===== src/rtl/lbek_pkg.sv =====
// Shared types for the LRU batch-evict key cache: controller states, command and status words.
package lbek_pkg;

  typedef enum logic [2:0] {
    ST_IDLE,
    ST_CMP,
    ST_SCAN,
    ST_DRAIN,
    ST_APPLY
  } state_t;

  typedef struct packed {
    logic load_key;
    logic commit;
    logic scan_clear;
    logic scan_issue;
    logic evict_apply;
  } cmd_t;

  typedef struct packed {
    logic hit;
    logic full;
    logic scan_last;
    logic more;
    logic out_free;
  } sts_t;

endpackage


===== src/rtl/lbek_ctrl.sv =====
// Controller state machine for the LRU batch-evict key cache.
module lbek_ctrl import lbek_pkg::*; (
  input  logic clk,
  input  logic rst,
  input  logic in_valid,
  output logic in_ready,
  input  sts_t sts,
  output cmd_t cmd
);

  state_t state;
  state_t state_next;

  always_ff @(posedge clk) begin
    if (rst) begin
      state <= ST_IDLE;
    end else begin
      state <= state_next;
    end
  end

  always_comb begin
    state_next = state;
    case (state)
      ST_IDLE: begin
        if (in_valid) state_next = ST_CMP;
      end
      ST_CMP: begin
        if (sts.hit || !sts.full) begin
          if (sts.out_free) state_next = ST_IDLE;
        end else begin
          state_next = ST_SCAN;
        end
      end
      ST_SCAN: begin
        if (sts.scan_last) state_next = ST_DRAIN;
      end
      ST_DRAIN: state_next = ST_APPLY;
      ST_APPLY: begin
        if (sts.more) state_next = ST_SCAN;
        else state_next = ST_CMP;
      end
      default: state_next = ST_IDLE;
    endcase
  end

  always_comb begin
    cmd = '0;
    in_ready = 1'b0;
    case (state)
      ST_IDLE: begin
        in_ready = 1'b1;
        cmd.load_key = in_valid;
      end
      ST_CMP: begin
        if (sts.hit || !sts.full) begin
          cmd.commit = sts.out_free;
        end else begin
          cmd.scan_clear = 1'b1;
        end
      end
      ST_SCAN: cmd.scan_issue = 1'b1;
      ST_DRAIN: ;
      ST_APPLY: begin
        cmd.evict_apply = 1'b1;
        cmd.scan_clear = sts.more;
      end
      default: ;
    endcase
  end

endmodule


===== src/rtl/lbek_dp.sv =====
// Datapath for the LRU batch-evict key cache: key table, stamp memory, LRU scan, result register.
module lbek_dp import lbek_pkg::*; #(
  parameter int CAPACITY    = 16,
  parameter int PRUNE_COUNT = 4
) (
  input  logic        clk,
  input  logic        rst,
  input  cmd_t        cmd,
  output sts_t        sts,
  input  logic [31:0] decl_id,
  input  logic [31:0] program_id,
  input  logic        out_ready,
  output logic        out_valid,
  output logic        hit,
  output logic [3:0]  slot,
  output logic [2:0]  evicted_count
);

  localparam int IW    = $clog2(CAPACITY);
  localparam int LIMIT = (PRUNE_COUNT < 1) ? 1 : PRUNE_COUNT;
  localparam int EW    = $clog2(LIMIT + 1);

  logic [31:0]   key_decl;
  logic [31:0]   key_prog;
  logic [CAPACITY-1:0] valid;
  logic [31:0]   entry_decl [CAPACITY];
  logic [31:0]   entry_prog [CAPACITY];
  logic [31:0]   stamp_mem [CAPACITY];
  logic [31:0]   use_counter;

  logic [IW-1:0] cnt;
  logic          rd_vld;
  logic [IW-1:0] rd_idx;
  logic [31:0]   rd_data;
  logic          found;
  logic [IW-1:0] best_idx;
  logic [31:0]   best_stamp;
  logic [EW-1:0] evict_cnt;

  logic          match_hit;
  logic [IW-1:0] hit_idx;
  logic [IW-1:0] free_idx;
  logic [IW-1:0] tgt_idx;
  logic [31:0]   new_stamp;
  logic          take;
  logic [31:0]   tgt_wide;
  logic [31:0]   evict_wide;

  // unique keys among valid entries, so OR-encoding the match is exact
  always_comb begin
    match_hit = 1'b0;
    hit_idx   = '0;
    for (int i = 0; i < CAPACITY; i++) begin
      if (valid[i] && entry_decl[i] == key_decl && entry_prog[i] == key_prog) begin
        match_hit = 1'b1;
        hit_idx   = hit_idx | IW'(i);
      end
    end
    free_idx = '0;
    for (int i = CAPACITY - 1; i >= 0; i--) begin
      if (!valid[i]) free_idx = IW'(i);
    end
  end

  assign tgt_idx    = match_hit ? hit_idx : free_idx;
  assign new_stamp  = use_counter + (match_hit ? 32'd1 : 32'd2);
  assign take       = rd_vld && valid[rd_idx] && (!found || rd_data < best_stamp);
  assign tgt_wide   = 32'(tgt_idx);
  assign evict_wide = 32'(evict_cnt);

  assign sts.hit       = match_hit;
  assign sts.full      = &valid;
  assign sts.scan_last = (cnt == IW'(CAPACITY - 1));
  assign sts.more      = found && (evict_wide + 32'd1 < 32'(LIMIT));
  assign sts.out_free  = !out_valid || out_ready;

  always_ff @(posedge clk) begin
    if (rst) begin
      valid       <= '0;
      use_counter <= '0;
      out_valid   <= 1'b0;
      found       <= 1'b0;
      rd_vld      <= 1'b0;
      evict_cnt   <= '0;
      cnt         <= '0;
    end else begin
      rd_vld <= cmd.scan_issue;
      if (cmd.load_key) evict_cnt <= '0;
      if (cmd.scan_clear) begin
        cnt   <= '0;
        found <= 1'b0;
      end else begin
        if (cmd.scan_issue && !sts.scan_last) cnt <= cnt + 1'b1;
        if (take) found <= 1'b1;
      end
      if (cmd.evict_apply && found) begin
        valid[best_idx] <= 1'b0;
        evict_cnt       <= evict_cnt + 1'b1;
      end
      if (cmd.commit) begin
        valid[tgt_idx] <= 1'b1;
        use_counter    <= new_stamp;
      end
      if (cmd.commit) out_valid <= 1'b1;
      else if (out_ready) out_valid <= 1'b0;
    end
  end

  // stamp memory: one write port, one registered read port
  always_ff @(posedge clk) begin
    if (cmd.commit) stamp_mem[tgt_idx] <= new_stamp;
    rd_data <= stamp_mem[cnt];
  end

  always_ff @(posedge clk) begin
    rd_idx <= cnt;
    if (cmd.load_key) begin
      key_decl <= decl_id;
      key_prog <= program_id;
    end
    if (cmd.commit && !match_hit) begin
      entry_decl[tgt_idx] <= key_decl;
      entry_prog[tgt_idx] <= key_prog;
    end
    if (take && !cmd.scan_clear) begin
      best_idx   <= rd_idx;
      best_stamp <= rd_data;
    end
    if (cmd.commit) begin
      hit           <= match_hit;
      slot          <= tgt_wide[3:0];
      evicted_count <= evict_wide[2:0];
    end
  end

  a_no_insert_full: assert property (@(posedge clk) disable iff (rst)
    cmd.commit |-> (match_hit || !(&valid)))
    else $error("insert into full table");

  a_evict_clears: assert property (@(posedge clk) disable iff (rst)
    (cmd.evict_apply && found) |=> !valid[$past(best_idx)])
    else $error("evicted entry still valid");

  a_hit_stamp: assert property (@(posedge clk) disable iff (rst)
    (cmd.commit && match_hit) |=> use_counter == $past(use_counter) + 32'd1)
    else $error("hit counter step wrong");

  a_miss_stamp: assert property (@(posedge clk) disable iff (rst)
    (cmd.commit && !match_hit) |=> use_counter == $past(use_counter) + 32'd2)
    else $error("miss counter step wrong");

  a_evict_bound: assert property (@(posedge clk) disable iff (rst)
    32'(evict_cnt) <= 32'(LIMIT))
    else $error("eviction count over limit");

endmodule


===== src/rtl/lru_batch_evict_key_cache.sv =====
// Top level of the fully associative key cache with LRU batch eviction.
// Usage:
//   Input channel in_valid/in_ready carries one lookup word (decl_id, program_id).
//   Output channel out_valid/out_ready returns one word per lookup: hit, slot and
//   evicted_count (entries dropped by this lookup).
//   A lookup is taken in the idle state and compared against all entries in the
//   next cycle. Hits and misses into a non-full table commit there once the
//   output register is free. A miss into a full table runs up to PRUNE_COUNT
//   eviction passes, each a walk of the stamp memory read port, then inserts.
//   The result sits in an output register; the next lookup is accepted while it
//   waits. If the receiver stalls and a second result is ready, the block holds
//   that lookup until the output register frees up.
//   Reset (rst, synchronous) empties the table and clears the use counter; no
//   clearing pass is needed.
module lru_batch_evict_key_cache import lbek_pkg::*; #(
  parameter int CAPACITY    = 16,
  parameter int PRUNE_COUNT = 4
) (
  input  logic        clk,
  input  logic        rst,
  input  logic        in_valid,
  output logic        in_ready,
  input  logic [31:0] decl_id,
  input  logic [31:0] program_id,
  output logic        out_valid,
  input  logic        out_ready,
  output logic        hit,
  output logic [3:0]  slot,
  output logic [2:0]  evicted_count
);

  cmd_t cmd;
  sts_t sts;

  lbek_ctrl u_ctrl (
    .clk      (clk),
    .rst      (rst),
    .in_valid (in_valid),
    .in_ready (in_ready),
    .sts      (sts),
    .cmd      (cmd)
  );

  lbek_dp #(
    .CAPACITY    (CAPACITY),
    .PRUNE_COUNT (PRUNE_COUNT)
  ) u_dp (
    .clk           (clk),
    .rst           (rst),
    .cmd           (cmd),
    .sts           (sts),
    .decl_id       (decl_id),
    .program_id    (program_id),
    .out_ready     (out_ready),
    .out_valid     (out_valid),
    .hit           (hit),
    .slot          (slot),
    .evicted_count (evicted_count)
  );

endmodule


===== config.mk =====
export PLATFORM = sky130hd
export DESIGN_NAME = lru_batch_evict_key_cache
export DESIGN_NICKNAME = d
export VERILOG_FILES = /design/src/rtl/lbek_pkg.sv /design/src/rtl/lbek_ctrl.sv /design/src/rtl/lbek_dp.sv /design/src/rtl/lru_batch_evict_key_cache.sv
export SDC_FILE = /design/constraint.sdc
export NUM_CORES = 2
export LEC_CHECK = 0
export BUFFER_PORTS_ARGS = -buffer_cell sky130_fd_sc_hd__clkbuf_2
export CAP_MARGIN = 10
export CORE_MARGIN = 4
export CORE_UTILIZATION = 63
export CTS_CLUSTER_DIAMETER = 80
export CTS_CLUSTER_SIZE = 30
export DETAILED_ROUTE_END_ITERATION = 6
export PLACE_DENSITY = 0.78
export REMOVE_ABC_BUFFERS = 1
export SLEW_MARGIN = 20
export SYNTH_ARGS = -nofsm -noshare
export SYNTH_HDL_FRONTEND = slang
export SYNTH_SLANG_ARGS = --single-unit

===== constraint.sdc =====
create_clock -name clk -period 7.6 [get_ports clk]
set_input_delay 2.28 -clock clk [delete_from_list [all_inputs] [get_ports clk]]
set_output_delay 2.28 -clock clk [all_outputs]
set_load 0.01 [all_outputs]

==> summary.md <==
| Metric | Value |
|---|---|
| Origin of the worst setup path | u_dp.key_prog[19]$_DFFE_PP_ |
| R2r startpoint | u_dp.key_prog[19]$_DFFE_PP_ |
| Util after Layout | approximately 70% |
| DR vias | 39182 |
| CORE AREA | between 100000 and 150000 um2 |
| Nets | ~4500 |
| Synth Area in Simple Gates | 6.12% |
| Setup TNS | 0 ns |
| Worst Path Arrival | between 7 and 8 ns |
| Most frequent CP cell | and3_1 |
| Initial antenna violation count | 6 |
| Vias in the first global route | 38427 |
| Critical path depth in cells | 22 |
| Leak Pwr | roughly 23 nW |
| M3 GR Usage | approximately 6.5% |
| Buffers on Ports | 77 |
| Final Cycle Share | around 98% |
| Yosys warns | 0 |
| Total Wirelength | about 190000 um |
| Post-DRT Antenna Nets | 0 |
| Finished Cell Area | between 70000 and 80000 um2 |
| Die width | roughly 340 um |
| Largest family of logic cells by synthesized area | XOR/XNOR gates |
| WL/cell | 32.1 um |
| Ys flop type | edfxtp_1 |
| Post-synth EDFFs | around 1600 |
| Max FO, Critical Path | 16 |
| FMAX | about 130 MHz |
| Worst setup EP type | flop |
| Tot GR Track Use | 32.1% |
| Slowest cell on the critical path | edfxtp_1 |
| Initial DRC Count | 5564 |
| Initial Util | a little under two thirds |
| Power per standard cell area | between 200 and 250 nW/um2 |
| Leading cell type in the layout, fill and taps excluded | edfxtp_1 |
| CTS tree | done |
| Root buf cell | clkbuf_16 |
| Worst skew pair latency | between 0.7 and 0.8 ns |
| Final hold vios | 0 |
| Mapped Area | 71200 um2 |
| IO Count | between 70 and 80 |
| Critical Path End | u_dp.stamp_mem[5][30]$_DFFE_PP_ |
| Synth Area in Compound Gates | about 2.8% |
| CP startpoint kind | flop |
| Num CTS Buffers | 71 |
| DR pass1 iterations | 6 |
| Avg Inst Size Synth | around 17 um2 |
| CTS clk-pin slew, worst paths | 0.10 ns |
| Flops & latches, synth | roughly 1700 |
| Tmin final | around 7.4 ns |
| Layout cells sized above 1 | roughly 14% |
| Via density | approximately 6.6 |
| Reg2reg end | u_dp.stamp_mem[5][30]$_DFFE_PP_ |
| R2r setup slk | roughly 0.16 ns |
| Drt drc | 0 |
| GP Congestion | just under 1 |
| First-pass GRT wire length | between 200000 and 300000 um |
| Maxcap violations | 0 |
| Worst relative slew slack | between 20% and 30% |
| HP Class | flop to flop |
| Area contributors post-synth | edfxtp_1, xnor2_1, mux4_2, dfxtp_1, xor2_1 |
| Sequential area share after synthesis | roughly 70% |
| Die Y | between 300 and 400 um |
| Clock Path Buffers | 3 |
| Clock Sink Count | approximately 1700 |
| Row cnt | around 120 |
| Die ar. | roughly 120000 um2 |
| Share of the synthesized area in the top cell type | 69.3% |
| R2R depth | 22 |
| Area Growth Syn to Fin | 8.41% |
| Pin count of the biggest net entering global routing | ~130 |
| Setup ws final | approximately 0.16 ns |
| CP Buf/Inv Count | 4 |
| Fin Hold WS | about 0.44 ns |
| Status | completed |
| Worst-Margin Slew | around 1.2 ns |
| Grt met1 use | 43.5% |
| Xor and xnor area share after synthesis | a little over a tenth |
| Final setup fails | 0 |
| Leading cell types in the layout, fill and taps excluded | edfxtp_1, xnor2_1, nand4_1, xor2_1, buf_4 |
| Max-slew violations | 0 |
| Syn Inst Count | about 4200 |
| Place WS | 0.306 ns |
| H-tree lvl count | 3 |
| GR Layer Usage met2 | around half |
| CP top delay family | simple AND/OR/NAND/NOR gates |
| Cell taking the most area after synthesis | edfxtp_1 |
| Busiest layer in global routing | met2 |
| Worst Path Required | between 8 and 9 ns |
| Worst path cell trace | buf_4, buf_4, xnor2_1, nand4_1, nor4_1, nand4_1, o22ai_1, nor4_2, buf_4, nand3_2, ha_1, inv_1, fa_1, and3b_1, and3_1, and3_1, and4_1, and3_1, and3_1, and3_1, and3_1, xor2_2 |
| Clock Skews | 0.0565 ns |
| VDD IR max | approximately 0.22 mV |
| Fillcell total | 7159 |
| Dpl cell area | 74800 um2 |
| Critical path's largest stage delay | roughly 1.0 ns |
| Post-DP HPWL | ~120000 um |
| CP Class | flop to flop |
| Yosys cell types | 79 |
| GR Overflow Total | 0 |
| Asr flop ratio synth | 0% |
| Mux cell area share after synthesis | roughly 5.2% |
| Adder-cell area share of the yosys netlist | less than 1% |
| RSZ-0062 raised after global routing | false |
[where the power goes]
group          total, W  leakage (nW)  internal (W)  switching, W
Combinational   0.00103          7.12      0.000357      0.000670
Sequential       0.0107          15.2        0.0105      0.000114
Clock           0.00481          1.05       0.00195       0.00286
[flip-flops by register name (all words and copies together) (netlist names), 32 cells and up]
register          cells
u_dp.use_counter     32
u_dp.key_decl        32
u_dp.key_prog        32
u_dp.best_stamp      32
u_dp.entry_decl     512
u_dp.stamp_mem      512
u_dp.rd_data         32
u_dp.entry_prog     512
[synthesized netlist by cell type, types with 15 or more instances]
cell type  count
nand4_1      184
nand2b_1     119
a2111oi_0     17
edfxtp_1    1644
nand3_1       54
xnor2_1      689
buf_4         89
nor2_1       122
mux4_2       165
o2111ai_1     39
nor4_1        87
buf_1         15
o21ai_0       33
nand2_1       69
nor3_1        24
o22ai_1       40
clkbuf_1      33
nor2b_1       54
dfxtp_1       97
inv_1        124
and3_1        15
buf_2         30
a21oi_1       18
ha_1          35
xor2_1       194
[logic make-up (layout without fill, tap and decap cells)]
family / Yosys count / count (layout)
compound gates: 257 / 257
xor+xnor: 883 / 883
fa+ha+maj: 36 / 36
buf+inv: 311 / 540
flops: 1741 / 1741
mux: 167 / 167
other cells: 0 / 5
simple gates: 771 / 771
[worst reg2reg max path, stage by stage (launching register included)]
cell and delay (ns):
edfxtp_1 1.02, buf_4 0.42, buf_4 0.32, xnor2_1 0.17, nand4_1 0.14, nor4_1 0.54, nand4_1 0.29, o22ai_1 0.33
nor4_2 0.12, buf_4 0.17, nand3_2 0.16, ha_1 0.21, inv_1 0.06, fa_1 0.47, and3b_1 0.33, and3_1 0.20
and3_1 0.27, and4_1 0.33, and3_1 0.31, and3_1 0.28, and3_1 0.28, and3_1 0.26, xor2_2 0.49
[how the worst min path moves through the flow]
stage	from	to	slack, ns	depth (start not counted)
floorplan	u_dp.rd_data[0]$_DFF_P_	u_dp.best_stamp[0]$_DFFE_PP_	0.40	0
detailed placement	u_dp.rd_data[8]$_DFF_P_	u_dp.best_stamp[8]$_DFFE_PP_	0.43	0
CTS	u_dp.rd_data[0]$_DFF_P_	u_dp.best_stamp[0]$_DFFE_PP_	0.44	0
global placement	u_dp.rd_data[0]$_DFF_P_	u_dp.best_stamp[0]$_DFFE_PP_	0.41	0
global route	u_dp.rd_data[0]$_DFF_P_	u_dp.best_stamp[0]$_DFFE_PP_	0.45	0
finish	u_dp.rd_data[0]$_DFF_P_	u_dp.best_stamp[0]$_DFFE_PP_	0.44	0
[metrics by stage]
| stage | std cells | total power (W) |
|---|---|---|
| finish | 5900 | 0.0165 |
| global route | 5895 | 0.0169 |
| CTS | 5888 | 0.0165 |
| detailed placement | 5779 | 0.0119 |
| global placement | 5779 | 0.0118 |
| floorplan | 3982 | 0.0113 |
[metal layers]
metal  up-vias  wire (um)
met5         -          0
met4         0      10300
met3       530      21700
li1      16095          -
met1     19851      67500
met2      2706      90000
[area by class of cell]
type | count | area, um2 | share of cell area (%)
diodes | 5 | 12.5 | 0.0162
clock buffers | 90 | 1910 | 2.48
clock inverters | 19 | 259 | 0.335
inverters | 127 | 477 | 0.617
multi-input cells | 2114 | 18600 | 24.1
flip-flops and latches | 1741 | 51300 | 66.5
well taps | 1500 | 1880 | 2.43
repair buffers | 304 | 2720 | 3.53
[what timing repair did]
item / 4_1_cts / 5_1_grt
endpoints found under the setup margin: 0 / 32
hold buffers: 0 / 0
endpoints found under the hold margin: 0 / 0
buffers inserted: 0 / 6
resized for setup: 0 / 2
(Power assumes the default switching activity.)
